### config.mk
export PLATFORM = sky130hd
export DESIGN_NAME = codebook_delay_skew_top_flat
export DESIGN_NICKNAME = d
export VERILOG_FILES = /design/src/hw/rtl/cds_pkg.sv /design/src/hw/rtl/cds_req_if.sv /design/src/hw/rtl/cds_rsp_if.sv /design/src/hw/rtl/cds_out_buf.sv /design/src/hw/rtl/codebook_delay_skew_top.sv /design/src/flat_wrapper.sv
export SDC_FILE = /design/constraint.sdc
export NUM_CORES = 1
export LEC_CHECK = 0
export ABC_AREA = 1
export BUFFER_PORTS_ARGS = -buffer_cell sky130_fd_sc_hd__buf_2
export CAP_MARGIN = 20
export CORE_ASPECT_RATIO = 0.7
export CORE_MARGIN = 2
export CORE_UTILIZATION = 60
export DETAILED_ROUTE_END_ITERATION = 6
export GPL_ROUTABILITY_DRIVEN = 0
export PLACE_DENSITY_LB_ADDON = 0.15
export SLEW_MARGIN = 20
export SYNTH_ARGS = -nofsm -noshare
export SYNTH_HDL_FRONTEND = slang
export SYNTH_SLANG_ARGS = --single-unit
### constraint.sdc
create_clock -name clock -period 11.7 [get_ports clock]
set_input_delay 0.585 -clock clock [delete_from_list [all_inputs] [get_ports clock]]
set_output_delay 0.585 -clock clock [all_outputs]
set_load 0.05 [all_outputs]
### src/hw/rtl/cds_pkg.sv
// shared types and constants of the codebook delay skew block
// no dependencies
package cds_pkg;

   localparam int NUM_SLOTS = 8;   // codebook slots on the ports
   localparam int IN_BITS   = 10;  // width of one input code
   localparam int OUT_BITS  = 11;  // width of one output slot

   localparam logic [OUT_BITS-1:0] BEGIN_MARK = 11'd1024;
   localparam logic [OUT_BITS-1:0] END_MARK   = 11'd1025;

   typedef logic [NUM_SLOTS-1:0][OUT_BITS-1:0] slot_vec_type;

   typedef struct packed {
      logic         out_last;
      slot_vec_type slots;
   } rsp_frame_type;

endpackage

### src/hw/rtl/cds_req_if.sv
// request channel of the codebook delay skew block
// depends on cds_pkg for field widths
interface cds_req_if;
   logic                        valid;
   logic                        ready;
   logic [cds_pkg::IN_BITS-1:0] code_0;
   logic [cds_pkg::IN_BITS-1:0] code_1;
   logic [cds_pkg::IN_BITS-1:0] code_2;
   logic [cds_pkg::IN_BITS-1:0] code_3;
   logic [cds_pkg::IN_BITS-1:0] code_4;
   logic [cds_pkg::IN_BITS-1:0] code_5;
   logic [cds_pkg::IN_BITS-1:0] code_6;
   logic [cds_pkg::IN_BITS-1:0] code_7;
   logic                        last_frame;

   modport source (output valid, code_0, code_1, code_2, code_3, code_4, code_5, code_6,
                   code_7, last_frame, input ready);
   modport sink   (input valid, code_0, code_1, code_2, code_3, code_4, code_5, code_6,
                   code_7, last_frame, output ready);
   modport mon    (input valid, ready, code_0, code_1, code_2, code_3, code_4, code_5,
                   code_6, code_7, last_frame);
endinterface

### src/hw/rtl/cds_rsp_if.sv
// response channel of the codebook delay skew block
// depends on cds_pkg for field widths
interface cds_rsp_if;
   logic                         valid;
   logic                         ready;
   logic [cds_pkg::OUT_BITS-1:0] out_0;
   logic [cds_pkg::OUT_BITS-1:0] out_1;
   logic [cds_pkg::OUT_BITS-1:0] out_2;
   logic [cds_pkg::OUT_BITS-1:0] out_3;
   logic [cds_pkg::OUT_BITS-1:0] out_4;
   logic [cds_pkg::OUT_BITS-1:0] out_5;
   logic [cds_pkg::OUT_BITS-1:0] out_6;
   logic [cds_pkg::OUT_BITS-1:0] out_7;
   logic                         out_last;

   modport source (output valid, out_0, out_1, out_2, out_3, out_4, out_5, out_6, out_7,
                   out_last, input ready);
   modport sink   (input valid, out_0, out_1, out_2, out_3, out_4, out_5, out_6, out_7,
                   out_last, output ready);
   modport mon    (input valid, ready, out_0, out_1, out_2, out_3, out_4, out_5, out_6,
                   out_7, out_last);
endinterface

### src/hw/rtl/cds_out_buf.sv
// two-entry output buffer (main register plus skid register) for response frames
// depends on cds_pkg for the frame type
module cds_out_buf (
   input  logic                   clock,
   input  logic                   reset,
   input  logic                   in_valid,
   output logic                   in_ready,
   input  cds_pkg::rsp_frame_type in_data,
   output logic                   out_valid,
   input  logic                   out_ready,
   output cds_pkg::rsp_frame_type out_data
);

   logic                   main_valid_ff, main_valid_in;
   logic                   skid_valid_ff, skid_valid_in;
   cds_pkg::rsp_frame_type main_ff, main_in;
   cds_pkg::rsp_frame_type skid_ff, skid_in;
   logic                   push;
   logic                   pop;

   assign in_ready  = !skid_valid_ff;
   assign out_valid = main_valid_ff;
   assign out_data  = main_ff;
   assign push      = in_valid && in_ready;
   assign pop       = main_valid_ff && out_ready;

   always_comb begin
      main_valid_in = main_valid_ff;
      skid_valid_in = skid_valid_ff;
      main_in       = main_ff;
      skid_in       = skid_ff;
      if (skid_valid_ff) begin
         // skid drains into main, no push possible here
         if (pop) begin
            main_in       = skid_ff;
            skid_valid_in = 1'b0;
         end
      end else if (push) begin
         if (!main_valid_ff || pop) begin
            main_in       = in_data;
            main_valid_in = 1'b1;
         end else begin
            skid_in       = in_data;
            skid_valid_in = 1'b1;
         end
      end else if (pop) begin
         main_valid_in = 1'b0;
      end
   end

   always_ff @(posedge clock) begin
      if (reset) begin
         main_valid_ff <= 1'b0;
         skid_valid_ff <= 1'b0;
      end else begin
         main_valid_ff <= main_valid_in;
         skid_valid_ff <= skid_valid_in;
      end
   end

   always_ff @(posedge clock) begin
      main_ff <= main_in;
      skid_ff <= skid_in;
   end

endmodule

### src/hw/rtl/codebook_delay_skew_top.sv
// channel  | dir | handshake        | payload
// req_ch   | in  | valid and ready  | code_0..code_7 (10 bit), last_frame
// rsp_ch   | out | valid and ready  | out_0..out_7 (11 bit), out_last
//
// one response frame per request, one request per cycle when rsp_ch keeps up
// a request with last_frame set adds NUM_CODEBOOKS-1 flush frames, one per cycle when rsp_ch keeps up,
// set by the flush counter; req_ch.ready is low while they are produced
// synchronous active-high reset clears the frame count and flush control;
// the delay lines hold no reset value and are guarded by the frame count
// the two-entry output buffer keeps req_ch.ready independent of rsp_ch.ready
//
// delay-pattern skew of audio-token frames; depends on cds_pkg, cds_req_if,
// cds_rsp_if and cds_out_buf
module codebook_delay_skew_top #(
   parameter int NUM_CODEBOOKS = 8,
   parameter int CODE_BITS     = 10
) (
   input  logic      clock,
   input  logic      reset,
   cds_req_if.sink   req_ch,
   cds_rsp_if.source rsp_ch
);

   // codes wider than the input field carry no more information
   localparam int HIST_BITS = (CODE_BITS < cds_pkg::IN_BITS) ? CODE_BITS : cds_pkg::IN_BITS;
   // flush index of the final flush frame
   localparam logic [2:0] LAST_FLUSH = 3'(NUM_CODEBOOKS - 1);
   localparam logic       SINGLE_BOOK = (NUM_CODEBOOKS == 1);

   // control state
   logic [2:0] frames_ff, frames_in;   // frames of this sequence, saturating at 7
   logic       flush_ff, flush_in;     // flush frames in progress
   logic [2:0] step_ff, step_in;       // index of the flush frame being produced

   logic [cds_pkg::NUM_SLOTS-1:0][cds_pkg::IN_BITS-1:0] req_code;
   cds_pkg::slot_vec_type  slot_val;
   cds_pkg::rsp_frame_type gen_frame;
   cds_pkg::rsp_frame_type buf_frame;
   logic                   buf_ready;
   logic                   req_acc;
   logic                   flush_step;

   assign req_code[0] = req_ch.code_0;
   assign req_code[1] = req_ch.code_1;
   assign req_code[2] = req_ch.code_2;
   assign req_code[3] = req_ch.code_3;
   assign req_code[4] = req_ch.code_4;
   assign req_code[5] = req_ch.code_5;
   assign req_code[6] = req_ch.code_6;
   assign req_code[7] = req_ch.code_7;

   // requests are blocked while flush frames go out
   assign req_ch.ready = buf_ready && !flush_ff;
   assign req_acc      = req_ch.valid && req_ch.ready;
   assign flush_step   = flush_ff && buf_ready;

   // per-codebook delay lines and slot selection
   for (genvar c = 0; c < cds_pkg::NUM_SLOTS; c++) begin : g_slot
      if (c >= NUM_CODEBOOKS) begin : g_unused
         assign slot_val[c] = '0;
      end else if (c == 0) begin : g_direct
         // codebook 0 passes straight through; every flush frame ends it
         assign slot_val[c] = flush_ff ? cds_pkg::END_MARK
                                       : cds_pkg::OUT_BITS'(req_code[c][HIST_BITS-1:0]);
      end else begin : g_delay
         // entry e holds the code of the frame e+1 requests back
         logic [HIST_BITS-1:0] line_ff [c];
         logic [2:0]           back;
         logic [HIST_BITS-1:0] picked;
         logic [cds_pkg::OUT_BITS-1:0] regular_val;
         logic [cds_pkg::OUT_BITS-1:0] flush_val;

         always_ff @(posedge clock) begin
            if (req_acc) begin
               line_ff[0] <= req_code[c][HIST_BITS-1:0];
               for (int e = 1; e < c; e++) begin
                  line_ff[e] <= line_ff[e-1];
               end
            end
         end

         // regular frame: oldest entry once c frames have been seen
         assign regular_val = (frames_ff >= 3'(c)) ? cds_pkg::OUT_BITS'(line_ff[c-1])
                                                   : cds_pkg::BEGIN_MARK;

         // flush frame k: entry c-k, end marker for codebooks below k
         assign back = 3'(c) - step_ff;

         always_comb begin
            picked = '0;
            for (int e = 0; e < c; e++) begin
               if (back == 3'(e)) begin
                  picked = line_ff[e];
               end
            end
         end

         assign flush_val = (3'(c) < step_ff) ? cds_pkg::END_MARK
                          : (frames_ff > back) ? cds_pkg::OUT_BITS'(picked)
                          : cds_pkg::BEGIN_MARK;

         assign slot_val[c] = flush_ff ? flush_val : regular_val;
      end
   end

   assign gen_frame.slots    = slot_val;
   assign gen_frame.out_last = flush_ff ? (step_ff == LAST_FLUSH)
                                        : (SINGLE_BOOK && req_ch.last_frame);

   // control next state
   always_comb begin
      frames_in = frames_ff;
      flush_in  = flush_ff;
      step_in   = step_ff;
      if (flush_step) begin
         if (step_ff == LAST_FLUSH) begin
            // sequence done, start over
            flush_in  = 1'b0;
            frames_in = '0;
         end else begin
            step_in = step_ff + 3'd1;
         end
      end else if (req_acc) begin
         if (req_ch.last_frame && SINGLE_BOOK) begin
            frames_in = '0;
         end else begin
            frames_in = (frames_ff == 3'd7) ? frames_ff : frames_ff + 3'd1;
            if (req_ch.last_frame) begin
               flush_in = 1'b1;
               step_in  = 3'd1;
            end
         end
      end
   end

   always_ff @(posedge clock) begin
      if (reset) begin
         frames_ff <= '0;
         flush_ff  <= 1'b0;
         step_ff   <= '0;
      end else begin
         frames_ff <= frames_in;
         flush_ff  <= flush_in;
         step_ff   <= step_in;
      end
   end

   // output buffer, loaded by a request or a flush step
   cds_out_buf u_out_buf (
      .clock     (clock),
      .reset     (reset),
      .in_valid  (flush_ff || req_ch.valid),
      .in_ready  (buf_ready),
      .in_data   (gen_frame),
      .out_valid (rsp_ch.valid),
      .out_ready (rsp_ch.ready),
      .out_data  (buf_frame)
   );

   assign rsp_ch.out_0    = buf_frame.slots[0];
   assign rsp_ch.out_1    = buf_frame.slots[1];
   assign rsp_ch.out_2    = buf_frame.slots[2];
   assign rsp_ch.out_3    = buf_frame.slots[3];
   assign rsp_ch.out_4    = buf_frame.slots[4];
   assign rsp_ch.out_5    = buf_frame.slots[5];
   assign rsp_ch.out_6    = buf_frame.slots[6];
   assign rsp_ch.out_7    = buf_frame.slots[7];
   assign rsp_ch.out_last = buf_frame.out_last;

endmodule

### src/flat_wrapper.sv
// flat-port wrapper written by rule: the top's interface ports become plain ports
module codebook_delay_skew_top_flat 
#(
   parameter int NUM_CODEBOOKS = 8,
   parameter int CODE_BITS     = 10
)
  (clock, reset, req_ch_valid, req_ch_code_0, req_ch_code_1, req_ch_code_2, req_ch_code_3, req_ch_code_4, req_ch_code_5, req_ch_code_6, req_ch_code_7, req_ch_last_frame, req_ch_ready, rsp_ch_valid, rsp_ch_out_0, rsp_ch_out_1, rsp_ch_out_2, rsp_ch_out_3, rsp_ch_out_4, rsp_ch_out_5, rsp_ch_out_6, rsp_ch_out_7, rsp_ch_out_last, rsp_ch_ready);
  cds_req_if req_ch_i ();
  cds_rsp_if rsp_ch_i ();
  input  logic clock;
  input  logic reset;
  input wire logic [$bits(req_ch_i.valid)-1:0] req_ch_valid;
  input wire logic [$bits(req_ch_i.code_0)-1:0] req_ch_code_0;
  input wire logic [$bits(req_ch_i.code_1)-1:0] req_ch_code_1;
  input wire logic [$bits(req_ch_i.code_2)-1:0] req_ch_code_2;
  input wire logic [$bits(req_ch_i.code_3)-1:0] req_ch_code_3;
  input wire logic [$bits(req_ch_i.code_4)-1:0] req_ch_code_4;
  input wire logic [$bits(req_ch_i.code_5)-1:0] req_ch_code_5;
  input wire logic [$bits(req_ch_i.code_6)-1:0] req_ch_code_6;
  input wire logic [$bits(req_ch_i.code_7)-1:0] req_ch_code_7;
  input wire logic [$bits(req_ch_i.last_frame)-1:0] req_ch_last_frame;
  output wire logic [$bits(req_ch_i.ready)-1:0] req_ch_ready;
  output wire logic [$bits(rsp_ch_i.valid)-1:0] rsp_ch_valid;
  output wire logic [$bits(rsp_ch_i.out_0)-1:0] rsp_ch_out_0;
  output wire logic [$bits(rsp_ch_i.out_1)-1:0] rsp_ch_out_1;
  output wire logic [$bits(rsp_ch_i.out_2)-1:0] rsp_ch_out_2;
  output wire logic [$bits(rsp_ch_i.out_3)-1:0] rsp_ch_out_3;
  output wire logic [$bits(rsp_ch_i.out_4)-1:0] rsp_ch_out_4;
  output wire logic [$bits(rsp_ch_i.out_5)-1:0] rsp_ch_out_5;
  output wire logic [$bits(rsp_ch_i.out_6)-1:0] rsp_ch_out_6;
  output wire logic [$bits(rsp_ch_i.out_7)-1:0] rsp_ch_out_7;
  output wire logic [$bits(rsp_ch_i.out_last)-1:0] rsp_ch_out_last;
  input wire logic [$bits(rsp_ch_i.ready)-1:0] rsp_ch_ready;
  assign req_ch_i.valid = req_ch_valid;
  assign req_ch_i.code_0 = req_ch_code_0;
  assign req_ch_i.code_1 = req_ch_code_1;
  assign req_ch_i.code_2 = req_ch_code_2;
  assign req_ch_i.code_3 = req_ch_code_3;
  assign req_ch_i.code_4 = req_ch_code_4;
  assign req_ch_i.code_5 = req_ch_code_5;
  assign req_ch_i.code_6 = req_ch_code_6;
  assign req_ch_i.code_7 = req_ch_code_7;
  assign req_ch_i.last_frame = req_ch_last_frame;
  assign req_ch_ready = req_ch_i.ready;
  assign rsp_ch_valid = rsp_ch_i.valid;
  assign rsp_ch_out_0 = rsp_ch_i.out_0;
  assign rsp_ch_out_1 = rsp_ch_i.out_1;
  assign rsp_ch_out_2 = rsp_ch_i.out_2;
  assign rsp_ch_out_3 = rsp_ch_i.out_3;
  assign rsp_ch_out_4 = rsp_ch_i.out_4;
  assign rsp_ch_out_5 = rsp_ch_i.out_5;
  assign rsp_ch_out_6 = rsp_ch_i.out_6;
  assign rsp_ch_out_7 = rsp_ch_i.out_7;
  assign rsp_ch_out_last = rsp_ch_i.out_last;
  assign rsp_ch_i.ready = rsp_ch_ready;
  codebook_delay_skew_top #(.NUM_CODEBOOKS(NUM_CODEBOOKS), .CODE_BITS(CODE_BITS)) u_core (.clock(clock), .reset(reset), .req_ch(req_ch_i), .rsp_ch(rsp_ch_i));
endmodule
---- Word-level counts from Yosys, hierarchy flattened ----
Memories as Yosys holds them, arrays and structs flattened.
Cells that the tools add are included.
Widths: inputs -> output; s select.
storage, ports and cells
  flip-flop bits (word level) ............. 187
  memory bits (writable) .................. 280
  bits of input ports ..................... 85
  output and inout bits ................... 91
  word-level logic and storage cells ...... 201
  memories kept ........................... 7
memory list
  memory                            words  width  read ports  clocked after Yosys merged registers in  write ports  line                           text
  u_core.g_slot[7].g_delay.line_ff  7      10     7           0                                        7            codebook_delay_skew_top.sv:67  logic [HIST_BITS-1:0] line_ff [c];
  u_core.g_slot[6].g_delay.line_ff  6      10     6           0                                        6            codebook_delay_skew_top.sv:67
  u_core.g_slot[5].g_delay.line_ff  5      10     5           0                                        5            codebook_delay_skew_top.sv:67
  u_core.g_slot[4].g_delay.line_ff  4      10     4           0                                        4            codebook_delay_skew_top.sv:67
  u_core.g_slot[3].g_delay.line_ff  3      10     3           0                                        3            codebook_delay_skew_top.sv:67
  u_core.g_slot[2].g_delay.line_ff  2      10     2           0                                        2            codebook_delay_skew_top.sv:67
  1 more memories                   -      -      -           -                                        -            -
cells by class
  add/subtract/negate cells ............... 9
  $lt $le $gt $ge ......................... 21
  equal/unequal tests ..................... 28
  multiplexer cells ....................... 83
  bitwise gates (word level) .............. 2
  reductions and logical operators ........ 28
operators by type and width
  kind                 number
  $mux 89              4
  $mux 11              29
  $mux 10              28
  $eq 3x2->1 const B   9
  $eq 3x3->1 const B   8
  $mux 3               8
  $gt 3x3->1           7
  $logic_not 3->1      7
  $eq 3x1->1 const B   6
  $reduce_and 3->1     6
  $mux 1               14
  $ge 3x3->1 const B   4
  $lt 3x3->1 const A   4
  $sub 3x3->3 const A  4
  $reduce_bool 2->1    5
  $add 3x1->3 const B  2
  $ge 3x2->1 const B   2
  $lt 2x3->1 const A   2
  $ne 2x1->1 const B   3
  $sub 2x3->3 const A  2
  $logic_and 1x1->1    5
  $ne 2x2->1 const B   2
  $ge 3x1->1 const B   1
  $logic_not 1->1      3
  other kinds (4)      6

---- Longest topological paths before layout ----
Gate-level depths: netlist of the first run.
  depth after elaboration ................. 15
  gate-level depth with buffers ........... 16
  depth with buffers taken out ............ 16

---- Modules after synthesis ----
From an unflattened synthesis of the first run, not the netlist that was laid out.
second synthesis, totals
  cells, all modules ...................... 1655
  area, all modules ....................... 19506.2 um^2
by module, submodules not included
  module                   instances  cells an instance  area each (um^2)  seq. area each (um^2)
  codebook_delay_skew_top  1          1170               12839.8           8548.2
  cds_out_buf              1          485                6666.4            5385.2

---- Least setup slack after synthesis of the first run ----
No wires, ideal clock.
  path type ............................... reg-to-reg
  from .................................... reg u_core.u_out_buf.skid_valid_ff
  to ...................................... reg u_core.step_ff[1]
  data arrival time ....................... 7.471 ns
  required time ........................... 11.572 ns
  setup slack ............................. 4.101 ns
  cell stages (with the launch flop) ...... 10
  path buffers ............................ 1
  period minus slack after synthesis ...... 7.599 ns
  path through ............................ dfxtp_1 clkbuf_1 nor2_1 nand2_1 inv_1 nand2_1 nand2_1 inv_1 nand2_1 a21oi_1
between the ends
  cells in the longest elaborated chain, start to end .. 5
  elaborated cells between the ends (all ways) .. 9
  those cells by class .................... 1 x eq/ne; 1 x mux; 7 x reduce/logical
RTL lines
  what                         line                            text
  from (decl)                  cds_out_buf.sv:15               logic skid_valid_ff, skid_valid_in;
  from (signal assigned)       cds_out_buf.sv:57               skid_valid_ff <= skid_valid_in;
  $logic_not 1->1              cds_out_buf.sv:21               assign in_ready = !skid_valid_ff;
  $logic_and 1x1->1            codebook_delay_skew_top.sv:53   assign req_ch.ready = buf_ready && !flush_ff;
  named net req_ch_ready       flat_wrapper.sv:22              output wire logic [$bits(req_ch_i.ready)-1:0] req_ch_ready;
  $logic_and 1x1->1            codebook_delay_skew_top.sv:54   assign req_acc = req_ch.valid && req_ch.ready;
  named net u_core.req_acc     codebook_delay_skew_top.sv:40   logic req_acc;
  $reduce_bool 2->1 (no line)  -
  $reduce_and 3->1 (no line)   -
  to (signal assigned)         codebook_delay_skew_top.sv:144  step_ff <= step_in;
  to (decl)                    codebook_delay_skew_top.sv:33   logic [2:0] step_ff, step_in;
The timed path passes the listed nets, and every way through them passes these cells.
A chain may end at the register's enable or synchronous reset.

==> key figures, run 1 <==
Run status
  – Result of the run: finished with violations
  – Failing checks: design-rule violations

Global routing
  – Number of antenna violations at the first check in global routing: 0
  – Wire length of the first global-routing pass: 60.1 mm
  – Global-route congestion overflow total: 0
  – GRT Util Overall: 0.231
  – Via count of the first global-routing pass: 11,100
  – Largest net degree at the start of global routing: 125

Die
  – Top-level I/O count: 176
  – Floorplan die area: 0.0336 sq mm
  – # rows: between 50 and 60
  – Starting density of the core: 0.614
  – Die Ht: approximately 150 um
  – Die width: 218 um
  – Core Box Area: 0.0314 sq mm

STA
  – Clock Skew: 0.0120 ns
  – Summed negative setup slack over all endpoints: 0 ns
  – Number of slew-limit violations in the final report: 0
  – Endpoints failing setup: 0
  – Highest clock frequency the design can meet: roughly 240 MHz
  – Least-Margin Pin Slew: 1.14 ns
  – Hold Vio Cnt, Final: 0
  – Min Hold Slack: 0.204 ns
  – Minimum clock period after layout: 4.16 ns
  – Post-route clock period utilization: 0.356
  – Setup repair after global routing missed its margin: false
  – Headroom to the max-slew limit: 0.240
  – Worst path setup slack after routing: 7.54 ns

Detailed routing
  – Antenna-violating nets left: 0
  – Routed vias: between 10,000 and 15,000
  – Via density: ~5.4
  – Routed wire per std cell: ~17 um
  – DRC violation total after the first TritonRoute iteration: 1,265
  – Routed WL: 38.7 mm
  – DRC Markers: 6
  – Detailed-routing iteration count for the pre-antenna-repair pass: 7

Synthesis
  – FF+latch count, synth: 467
  – Synthesized area per cell: 11.9 sq um
  – Share of Yosys cell area claimed by the top area cell type: 0.713
  – Number of instances in the synthesized netlist: 1,627
  – Cell accounting for the most synthesized area: edfxtp_1
  – Part of the Yosys area used for sequential elements: 0.722
  – Async SR Flop Fraction: 0
  – Ranking of synthesized cells by area: edfxtp_1, nand2_1, nand3_1, nor2_1, ha_1
  – Synth unique cells: 41
  – Synthesized Nets: 1,744
  – Cell area after synthesis: ~0.019 sq mm
  – Synthesis warning total: 0
  – EDFF count, synth: between 400 and 500
  – Dominant register cell in the synthesized netlist: edfxtp_1

CTS
  – Source-to-sink clock delay at the later pin of the worst-skew pair: 0.56 ns
  – Worst-case clock buffer depth: 3
  – H-tree Lvls: 2
  – CTS Root Cell: clkbuf_16
  – Clock-pin slew on the worst setup and hold paths: 0.07 ns
  – Buffer count from post-CTS setup fixing: 0
  – CTS tree: done
  – Post_cts resized: 0
  – Number of buffers created by CTS: 43
  – Clk sinks: between 400 and 500
  – Number of buffers inserted by hold repair at cts: 0

Placed design
  – Port buffer count: 175
  – Total instance count after detailed placement: 2,164
  – Worst Setup Slack post-DPL: 7.59 ns
  – Detailed-placement wirelength estimate: about 25 mm

Setup path
  – Endpoint class of the critical path: flop
  – Critical path type: flop to flop
  – Endpoint arrival time on the critical path: between 4 and 5 ns
  – Kind of start point of the critical path: flop
  – Critical path required time: about 12 ns
  – Maximum fanout encountered on the critical timing path: 124

Finish
  – Post-layout util: 0.694
  – Post-synthesis to final-layout area growth: 13.0%
  – Filler-free cell count of the finished design: 2,239
  – Share of cells above drive strength 1: 0.152
  – Count of filler cells inserted in the layout: 2,223
  – Diode count: 0
  – Commonest non-fill, non-tap cells in the layout: nand2_1, edfxtp_1, buf_2, nand3_1, nor2_1
  – Most common cell after layout, fill and taps aside: nand2_1
  – Number of nets in the final layout: 1,907

Flow run
  – Max_cap viols: 0

Power and ir drop
  – Worst-case vdd ir drop: 151 uV
  – Leakage power of the design: 8.75 nW
  – PwrDens: 180 mW/mm^2

Hold path
  – Hold crit path type: primary input to flop
==> final timing paths <==
check | from | to | slack, ns | cells after the start
setup / recovery | u_core.flush_ff$_SDFFE_PP0P_ | u_core.g_slot[3].g_delay.line_ff[0][13]$_DFFE_PP_ | 7.54 | 5
hold / removal | req_ch_code_5[5] | u_core.g_slot[5].g_delay.line_ff[0][5]$_DFFE_PP_ | 0.20 | 1
setup reg to reg | u_core.flush_ff$_SDFFE_PP0P_ | u_core.g_slot[3].g_delay.line_ff[0][13]$_DFFE_PP_ | 7.54 | 5
hold reg to reg | u_core.g_slot[6].g_delay.line_ff[2][8]$_DFFE_PP_ | u_core.g_slot[6].g_delay.line_ff[3][8]$_DFFE_PP_ | 0.44 | 0
==> registers in the layout (all words and copies together), names as in the netlist <==
signal	flops
u_core.u_out_buf.skid_ff	89
u_core.frames_ff	3
u_core.u_out_buf.out_data	89
u_core.u_out_buf.out_valid	1
u_core.step_ff	3
u_core.g_slot.g_delay.line_ff	280
u_core.u_out_buf.skid_valid_ff	1
u_core.flush_ff	1
==> per-stage QoR <==
step,area (sq um),power [W]
finish,21800,0.00393
global route,21800,0.00406
CTS,21800,0.00395
detailed placement,20500,0.00262
global placement,20500,0.00260
floorplan,19300,0.00249
==> power breakdown <==
group          internal [W]  switching, W
Sequential          0.00203     0.0000681
Combinational      0.000107      0.000386
Clock              0.000761      0.000575
==> cells in the mapped netlist (2+ instances only) <==
| cell type | number |
|---|---|
| nand2_1 | 505 |
| edfxtp_1 | 458 |
| nand3_1 | 109 |
| nor2_1 | 108 |
| inv_1 | 106 |
| o21ai_0 | 58 |
| a21oi_1 | 41 |
| clkbuf_1 | 32 |
| ha_1 | 32 |
| buf_2 | 19 |
| o22ai_1 | 19 |
| a31oi_1 | 13 |
| o211ai_1 | 10 |
| dfxtp_1 | 9 |
| nand3b_1 | 9 |
| o21ai_1 | 9 |
| o31ai_1 | 9 |
| or2_1 | 9 |
| buf_1 | 8 |
| inv_2 | 8 |
| o2111ai_1 | 8 |
| or2_2 | 8 |
| buf_4 | 6 |
| clkinv_1 | 4 |
| nand4_1 | 4 |
| nor2_2 | 4 |
| nand2_2 | 3 |
| a211oi_1 | 2 |
| buf_6 | 2 |
| inv_4 | 2 |
| o21ai_4 | 2 |
| o21bai_1 | 2 |
==> cell type report <==
| class | count | area [sq um] | share of cell area |
|---|---|---|---|
| Clock buffer | 51 | 1150 | 0.0527 |
| Clock inverter | 23 | 174 | 0.00797 |
| Inverter | 120 | 467 | 0.0214 |
| Multi-Input combinational cell | 973 | 4600 | 0.211 |
| Sequential cell | 467 | 13900 | 0.639 |
| Tap cell | 420 | 526 | 0.0241 |
| Timing Repair Buffer | 185 | 958 | 0.0439 |
==> worst max-delay path: stages, from the launching register on <==
cell and delay [ns]:
dfxtp_1 0.69, nor2_1 0.34, nand2_1 0.19, inv_8 0.64
buf_4 0.91, buf_4 0.83
==> layer usage <==
layer / global-route usage / wire length, um
met1: 0.357 / 17700
met2: 0.341 / 17000
met3: 0.0435 / 3340
met4: 0.0580 / 684
met5: 0 / 0
==> logic make-up after synthesis <==
logic type,Yosys count,synth area share
AOI/OAI and AO/OA,177,0.0546
adders and majority gates,32,0.0208
DFF,467,0.722
and+or+nand+nor,764,0.163
buffers and inverters,187,0.0398
Power figures use the tool's default switching activity.
==> run 2, diff against run 1 <==
ABC_AREA = 0   (was 1)
CORE_UTILIZATION = 59   (was 60)
clock period = 3.9 ns   (was 11.7 ns; I/O delays follow)
==> run 2 against run 1 <==
Against the previous run: the flow still finishes with violations (design-rule violations); register-to-register slack got worse by 6.9 ns; synthesized area is 1.3% higher; final cell count shrank 6.4%; via count increased by 3.0%; worst hold slack got worse by 0.17 ns; critical endpoint is now u_core.u_out_buf.skid_ff[83]$_DFFE_PP_; largest power group unchanged; highest routed layer unchanged.
==> key figures, run 2 <==
Run status
  – Result of the run: finished with violations
  – Failing checks: design-rule violations

Detailed routing
  – Routed WL: 42.1 mm (+8.8%)
  – Via density: 5.96 (+10%)
  – Highest routing layer actually used: met4
  – Detail Route met3 WL: 2.57 mm (-23%)
  – DRC Markers: 12 (+6)
  – Routed wire per std cell: 20.1 um (+16%)
  – Met2 wire length: 20.1 mm (+18%)
  – Antenna-violating nets left: 0 (unchanged)
  – Routed vias: 12,500 (+3.0%)
  – Detailed-routing iteration count for the pre-antenna-repair pass: 7 (unchanged)
  – DRC violation total after the first TritonRoute iteration: 1,202 (-5.0%)
  – Routed met1 length: 18.7 mm (+5.6%)

CTS
  – Post_cts resized: 0 (unchanged)
  – Clk sinks: 467 (unchanged)
  – Source-to-sink clock delay at the later pin of the worst-skew pair: 0.56 ns (about the same)
  – Worst-case clock buffer depth: 3 (unchanged)
  – H-tree Lvls: 2 (unchanged)
  – CTS tree: done
  – Number of buffers created by CTS: 43 (unchanged)
  – CTS Root Cell: clkbuf_16
  – Clock-pin slew on the worst setup and hold paths: 0.06 ns (about the same)

Die
  – # rows: 55 (+1.9%)
  – Starting density of the core: 0.602 (-0.0123)
  – Core Box Area: 0.0325 sq mm (+3.4%)
  – Die Ht: 156 um (+1.5%)
  – Top-level I/O count: 176 (unchanged)
  – Die width: 222 um (+1.5%)
  – Floorplan die area: 0.0346 sq mm (+3.0%)

STA
  – Clock Skew: 0.0264 ns (+0.0145 ns)
  – Highest clock frequency the design can meet: 305 MHz (+27%)
  – Hold Vio Cnt, Final: 0 (unchanged)
  – Worst path setup slack after routing: 0.616 ns (-6.92 ns)
  – Headroom to the max-slew limit: 0.313 (+0.0729)
  – Number of slew-limit violations in the final report: 0 (unchanged)
  – Summed negative setup slack over all endpoints: 0 ns (unchanged)
  – Post-route clock period utilization: 0.842 (+0.486)
  – Setup repair after global routing missed its margin: false
  – Endpoints failing setup: 0 (unchanged)
  – Min Hold Slack: 0.0292 ns (-0.175 ns)
  – Least-Margin Pin Slew: 1.02 ns (-0.116 ns)
  – Minimum clock period after layout: 3.28 ns (-0.880 ns)

Finish
  – Diode count: 0 (unchanged)
  – Post-synthesis to final-layout area growth: 17.6%
  – Share of cells above drive strength 1: 0.179 (+0.0269)
  – Most common cell after layout, fill and taps aside: edfxtp_1
  – Count of filler cells inserted in the layout: 2,195 (-1.3%)
  – Number of nets in the final layout: 1,760 (-7.7%)
  – Largest register by flop count: u_core.g_slot.g_delay.line_ff
  – Number of flip-flops under the largest register name: 280 (unchanged)
  – Post-layout util: 0.707 (+0.0132)
  – Commonest non-fill, non-tap cells in the layout: edfxtp_1, buf_2, nand2_1, o21ai_0, a21oi_1

Placed design
  – Detailed-placement wirelength estimate: 25.1 mm (-0.19%)
  – Port buffer count: 175 (unchanged)
  – Worst Setup Slack post-DPL: 0.672 ns (-6.92 ns)

Synthesis
  – Async SR Flop Fraction: 0 (unchanged)
  – Part of the Yosys area used for sequential elements: 0.713 (-0.00934)
  – Share of Yosys cell area claimed by the top area cell type: 0.704 (-0.00922)
  – Post-synth top cells: edfxtp_1, nand2_1, o21ai_0
  – FF+latch count, synth: 467 (unchanged)
  – Dominant register cell in the synthesized netlist: edfxtp_1
  – Cell accounting for the most synthesized area: edfxtp_1
  – Number of instances in the synthesized netlist: 1,404 (-14%)
  – Cell area after synthesis: 0.0195 sq mm (+1.3%)
  – Most used standard cell by instance count after synthesis: edfxtp_1
  – EDFF count, synth: 458 (unchanged)
  – Ranking of synthesized cells by area: edfxtp_1, nand2_1, ha_1, o21ai_0, a21oi_1
  – Synthesis warning total: 0 (unchanged)
  – Synth unique cells: 68 (+66%)
  – Synthesized Nets: 1,521 (-13%)
  – Synthesized area per cell: 13.9 sq um (+17%)

Setup path
  – Endpoint class of the critical path: flop
  – Endpoint arrival time on the critical path: 3.69 ns (-0.65 ns)
  – Kind of start point of the critical path: flop
  – Maximum fanout encountered on the critical timing path: 54 (-56%)
  – Crit Reg-Reg Startpoint: u_core.step_ff[0]$_SDFFE_PP0P_
  – Critical path type: flop to flop
  – First element of the critical path: u_core.step_ff[0]$_SDFFE_PP0P_
  – Critical path required time: 4.31 ns (-7.57 ns)

Power and ir drop
  – PwrDens: 501 mW/mm^2 (+180%)
  – Worst-case vdd ir drop: 426 uV (+180%)
  – Leakage power of the design: 8.48 nW (-3.1%)
  – Total design power: 0.0115 W (+190%)

Global routing
  – Global-route congestion overflow total: 0 (unchanged)
  – Largest net degree at the start of global routing: 81 (-35%)
  – Number of antenna violations at the first check in global routing: 0 (unchanged)
  – Via count of the first global-routing pass: 12,300 (+10%)
  – Wire length of the first global-routing pass: 66.2 mm (+10%)
  – GRT Util Overall: 0.242 (+0.0113)

Flow run
  – Max_cap viols: 0 (unchanged)

Hold path
  – Worst hold start: rsp_ch_ready
  – Hold crit path type: primary input to flop
[run 2: changes by cell type after synthesis, moves of 19 or more]
cell | previous run | this run
a21oi_1 | 41 | 76
a221oi_1 | 1 | 27
a22o_1 | 0 | 21
a31oi_1 | 13 | 33
and3_1 | 0 | 31
clkbuf_1 | 32 | 58
inv_1 | 106 | 42
nand2_1 | 505 | 143
nand3_1 | 109 | 21
nor2_1 | 108 | 72
nor2b_1 | 0 | 35
o21ai_0 | 58 | 77
[run 2: routing by layer]
layer	up-vias	track usage
met4	0	0.0711
li1	5899	-
met2	416	0.389
met3	62	0.0443
met5	-	0
met1	6108	0.344
[run 2: what timing repair did]
item / 4_1_cts / 5_1_grt
endpoints found under the setup margin: 0 / 0
buffers inserted: 0 / 0
endpoints found under the hold margin: 81 / 0
hold buffers: 73 / 0
[run 2: layout make-up]
cell class                      instances  area [sq um]  share of cell area
Sequential cell                       467         13900               0.606
Inverter                               45           169             0.00735
Multi-Input combinational cell        805          5130               0.223
Tap cell                              427           534              0.0233
Clock inverter                         15           121             0.00528
Clock buffer                           56          1170              0.0508
Timing Repair Buffer                  281          1920              0.0834
[run 2: final timing paths]
| path | to | slack (ns) | depth (start not counted) |
|---|---|---|---|
| worst max-delay path | u_core.u_out_buf.skid_ff[83]$_DFFE_PP_ | 0.62 | 9 |
| worst max register to register | u_core.u_out_buf.skid_ff[83]$_DFFE_PP_ | 0.62 | 9 |
| worst min register to register | u_core.g_slot[5].g_delay.line_ff[0][40]$_DFFE_PP_ | 0.44 | 0 |
| worst min-delay path | u_core.u_out_buf.skid_valid_ff$_SDFF_PP0_ | 0.03 | 4 |
[run 2: kinds of logic after synthesis]
| family | share of synthesized area |
|---|---|
| AOI/OAI and AO/OA | 0.139 |
| buffers and inverters | 0.0268 |
| adders and majority gates | 0.0205 |
| muxes | 0.00800 |
| DFF | 0.713 |
| and+or+nand+nor | 0.0920 |
| xor gates and xnor gates | 0.000832 |
[run 2: critical path: stages, from the launching register on]
cell	delay [ns]
dfxtp_1	0.54
ha_1	0.25
buf_4	0.46
ha_1	0.52
nor2b_1	0.21
buf_4	0.23
a221oi_1	0.11
o32ai_1	0.55
a21oi_1	0.15
nor2_1	0.12
[run 2: power breakdown]
part	switching [W]	total [W]	internal, W
combinational	0.000969	0.00135	0.000381
clock	0.00174	0.00397	0.00223
sequential	0.000181	0.00618	0.00600
total	0.00289	0.0115	0.00861
[run 2: through the flow]
stage          instances  instance area, sq um
4_1_cts             2096                 23000
2_1_floorplan       1404                 19600
3_3_place_gp        1952                 20900
6_report            2096                 23000
3_5_place_dp        1952                 20900
5_1_grt             2096                 23000
==> run 3, diff against run 2 <==
clock period = 3.22 ns   (was 3.9 ns; I/O delays follow)
==> run 3 against run 2 <==
Against the previous run: the flow still finishes with violations (design-rule violations); design area rose by 0.66%; sequential power is 21% higher; worst hold slack got worse by 0.0095 ns; final cell count rose by 0.91%; combinational power up 22%; clock-buffer cell count up 2; utilization up 0.47 points; clock power rose by 20%; largest cell class unchanged.
==> key figures, run 3 (synthesized netlist as in run 2, its figures left out) <==
Run status
  – Result of the run: finished with violations
  – Failing checks: design-rule violations

CTS
  – Clk sinks: 467 (unchanged)
  – H-tree Lvls: 2 (unchanged)
  – Number of buffers created by CTS: 43 (unchanged)
  – CTS tree: done
  – Clock-pin slew on the worst setup and hold paths: 0.06 ns (about the same)
  – Source-to-sink clock delay at the later pin of the worst-skew pair: 0.54 ns (-0.02 ns)
  – Worst-case clock buffer depth: 3 (unchanged)
  – CTS Root Cell: clkbuf_16

Die
  – Floorplan die area: 0.0346 sq mm (unchanged)
  – Die Ht: 156 um (unchanged)
  – Core Box Area: 0.0325 sq mm (unchanged)
  – # rows: 55 (unchanged)
  – Top-level I/O count: 176 (unchanged)
  – Starting density of the core: 0.602 (unchanged)
  – Die width: 222 um (unchanged)

Detailed routing
  – Antenna-violating nets left: 0 (unchanged)
  – Routed WL: 41.7 mm (-0.95%)
  – Via density: 5.92 (-0.61%)
  – DRC Markers: 9 (-3)
  – Detail Route met3 WL: 2.65 mm (+3.1%)
  – Highest routing layer actually used: met4
  – Met2 wire length: 20.0 mm (-0.57%)
  – Routed met1 length: 18.4 mm (-1.6%)
  – Routed vias: 12,500 (+0.29%)
  – Routed wire per std cell: 19.7 um (-1.8%)
  – Detailed-routing iteration count for the pre-antenna-repair pass: 7 (unchanged)
  – DRC violation total after the first TritonRoute iteration: 1,204 (+0.17%)

Setup path
  – Slowest stage cell on the critical path: a2111oi_1
  – Worst reg-to-reg path cell count: 8 (-1)
  – Critical path required time: 3.59 ns (-0.72 ns)
  – Endpoint of the worst register-to-register path: u_core.u_out_buf.out_data[84]$_DFFE_PP_
  – Crit path buf inv count: 2 (unchanged)
  – Critical path type: flop to flop
  – Maximum fanout encountered on the critical timing path: 11 (-80%)
  – Endpoint class of the critical path: flop
  – Crit Reg-Reg Startpoint: u_core.frames_ff[0]$_SDFFE_PP0P_
  – Ordered list of cells on the worst path: inv_1 > ha_1 > nor3b_1 > a2111oi_1 > buf_4 > and2_1 > a22oi_1 > o31ai_1
  – Kind of start point of the critical path: flop
  – Minimum setup slack among reg-to-reg paths: 0.21 ns (-0.40 ns)
  – Endpoint arrival time on the critical path: 3.38 ns (-0.31 ns)
  – Critical Path Max Stage Delay: 0.50 ns (-0.05 ns)
  – CP top delay family: compound AO/OA/AOI/OAI gates

STA
  – Endpoints failing setup: 0 (unchanged)
  – Headroom to the max-slew limit: 0.342 (+0.0297)
  – Least-Margin Pin Slew: 0.985 ns (-0.0385 ns)
  – Clock Skew: 0.0111 ns (-0.0154 ns)
  – Post-route clock period utilization: 0.933 (+0.0914)
  – Setup repair after global routing missed its margin: false
  – Highest clock frequency the design can meet: 333 MHz (+9.3%)
  – Minimum clock period after layout: 3.01 ns (-0.278 ns)
  – Hold Vio Cnt, Final: 0 (unchanged)
  – Number of slew-limit violations in the final report: 0 (unchanged)

Placed design
  – Port buffer count: 175 (unchanged)
  – Total instance count after detailed placement: 1,960 (+0.41%)
  – Total cell area at the placement stage: 0.0210 sq mm (+0.44%)
  – Detailed-placement wirelength estimate: 25.8 mm (+2.4%)

Finish
  – Filler-free cell count of the finished design: 2,115 (+0.91%)
  – Number of nets in the final layout: 1,774 (+0.80%)
  – Area occupied by multi-input gates: 0.00515 sq mm (+0.34%)
  – Largest register by flop count: u_core.g_slot.g_delay.line_ff
  – Sequential cell area: 0.0139 sq mm (about the same)
  – Share of cells above drive strength 1: 0.188 (+0.00865)
  – Commonest non-fill, non-tap cells in the layout: edfxtp_1, buf_2, nand2_1, dlygate4sd3_1
  – Post-layout instance area: 0.0231 sq mm (+0.66%)
  – Most common cell after layout, fill and taps aside: edfxtp_1
  – Number of flip-flops under the largest register name: 280 (unchanged)
  – Post-synthesis to final-layout area growth: 18.3%
  – Post-layout util: 0.712 (+0.00466)
  – Diode count: 0 (unchanged)
  – Count of filler cells inserted in the layout: 2,183 (-0.55%)

Hold path
  – Min-Delay Path Depth: 3 (-1)
  – Worst hold start: req_ch_last_frame
  – Min-Delay Endpoint: u_core.flush_ff$_SDFFE_PP0P_
  – Hold crit path type: primary input to flop

Power and ir drop
  – Share of power burned in registers: 0.539 (+0.002)
  – Internal power: 0.0104 W (+21%)
  – Worst-case vdd ir drop: 543 uV (+28%)
  – Fraction of power spent switching nets: 0.253 (+0.00206)
  – Portion of total power attributed to combinational logic: 0.119 (+0.002)
  – Total design power: 0.0139 W (+21%)
  – Share of total power in the clock network: 0.342 (-0.003)
  – Leakage power of the design: 8.55 nW (+0.80%)
  – PwrDens: 601 mW/mm^2 (+20%)
  – Net switching power: 0.00352 W (+22%)

Global routing
  – Largest net degree at the start of global routing: 96 (+19%)
  – GRT Util Overall: 0.241 (-0.00132)
  – Via count of the first global-routing pass: 12,400 (+1.1%)
  – Wire length of the first global-routing pass: 66.3 mm (+0.17%)
  – Global-route congestion overflow total: 0 (unchanged)
  – Number of antenna violations at the first check in global routing: 0 (unchanged)

Flow run
  – Max_cap viols: 0 (unchanged)
[run 3: layout make-up]
| type | count | share of cell area |
|---|---|---|
| clock buffer | 58 | 0.0508 |
| clock inverter | 18 | 0.00476 |
| inverter | 45 | 0.00730 |
| multi-input combinational | 805 | 0.223 |
| sequential | 467 | 0.603 |
| tap | 427 | 0.0231 |
| timing repair buffer | 295 | 0.0886 |
[run 3: timing repair]
item	CTS	global route
setup endpoints to repair	0	43
setup buffers	0	0
hold buffers	79	0
gates resized for setup	0	4
hold endpoints to repair	86	0
[run 3: power groups by stage]
stage | Sequential, W | Combinational, W | Clock [W]
6_report | 0.00749 | 0.00165 | 0.00476
5_1_grt | 0.00753 | 0.00176 | 0.00507
4_1_cts | 0.00748 | 0.00164 | 0.00485
3_5_place_dp | 0.00761 | 0.00156 | 0
3_3_place_gp | 0.00759 | 0.00154 | 0
2_1_floorplan | 0.00803 | 0.000665 | 0
[run 3: worst max-delay path by stage]
stage                                                   end                                 startpoint  depth (start not counted)  slack [ns]
floorplan            u_core.u_out_buf.out_data[0]$_DFFE_PP_  u_core.u_out_buf.skid_valid_ff$_SDFF_PP0_                          5       -0.56
global placement    u_core.u_out_buf.out_data[84]$_DFFE_PP_             u_core.step_ff[1]$_SDFFE_PP0P_                          8        0.23
detailed placement  u_core.u_out_buf.out_data[38]$_DFFE_PP_             u_core.step_ff[1]$_SDFFE_PP0P_                          7        0.04
CTS                 u_core.u_out_buf.out_data[38]$_DFFE_PP_             u_core.step_ff[1]$_SDFFE_PP0P_                          7        0.01
global route        u_core.u_out_buf.out_data[45]$_DFFE_PP_             u_core.step_ff[0]$_SDFFE_PP0P_                         11        0.05
finish              u_core.u_out_buf.out_data[84]$_DFFE_PP_           u_core.frames_ff[0]$_SDFFE_PP0P_                          8        0.21
[run 3: worst reg2reg max path, stage by stage, from the launching register on]
cell       delay (ns)
dfxtp_1          0.44
inv_1            0.17
ha_1             0.43
nor3b_1          0.22
a2111oi_1        0.50
buf_4            0.28
and2_1           0.41
a22oi_1          0.18
o31ai_1          0.21
[run 3: routing by layer]
metal | GRT usage | vias up
met1 | 0.337 | 6100
met5 | 0 | -
met4 | 0.0669 | 0
li1 | - | 5936
met2 | 0.393 | 433
met3 | 0.0452 | 52
[run 3: per-stage QoR]
| step | setup TNS [ns] | worst slack, ns | hold slack (ns) |
|---|---|---|---|
| floorplan | -133.66 | -0.560 | 0.260 |
| global placement | 0 | 0.233 | 0.338 |
| detailed placement | 0 | 0.0418 | 0.339 |
| CTS | 0 | 0.0140 | 0.00236 |
| global route | 0 | 0.0508 | 0.0183 |
| finish | 0 | 0.214 | 0.0197 |
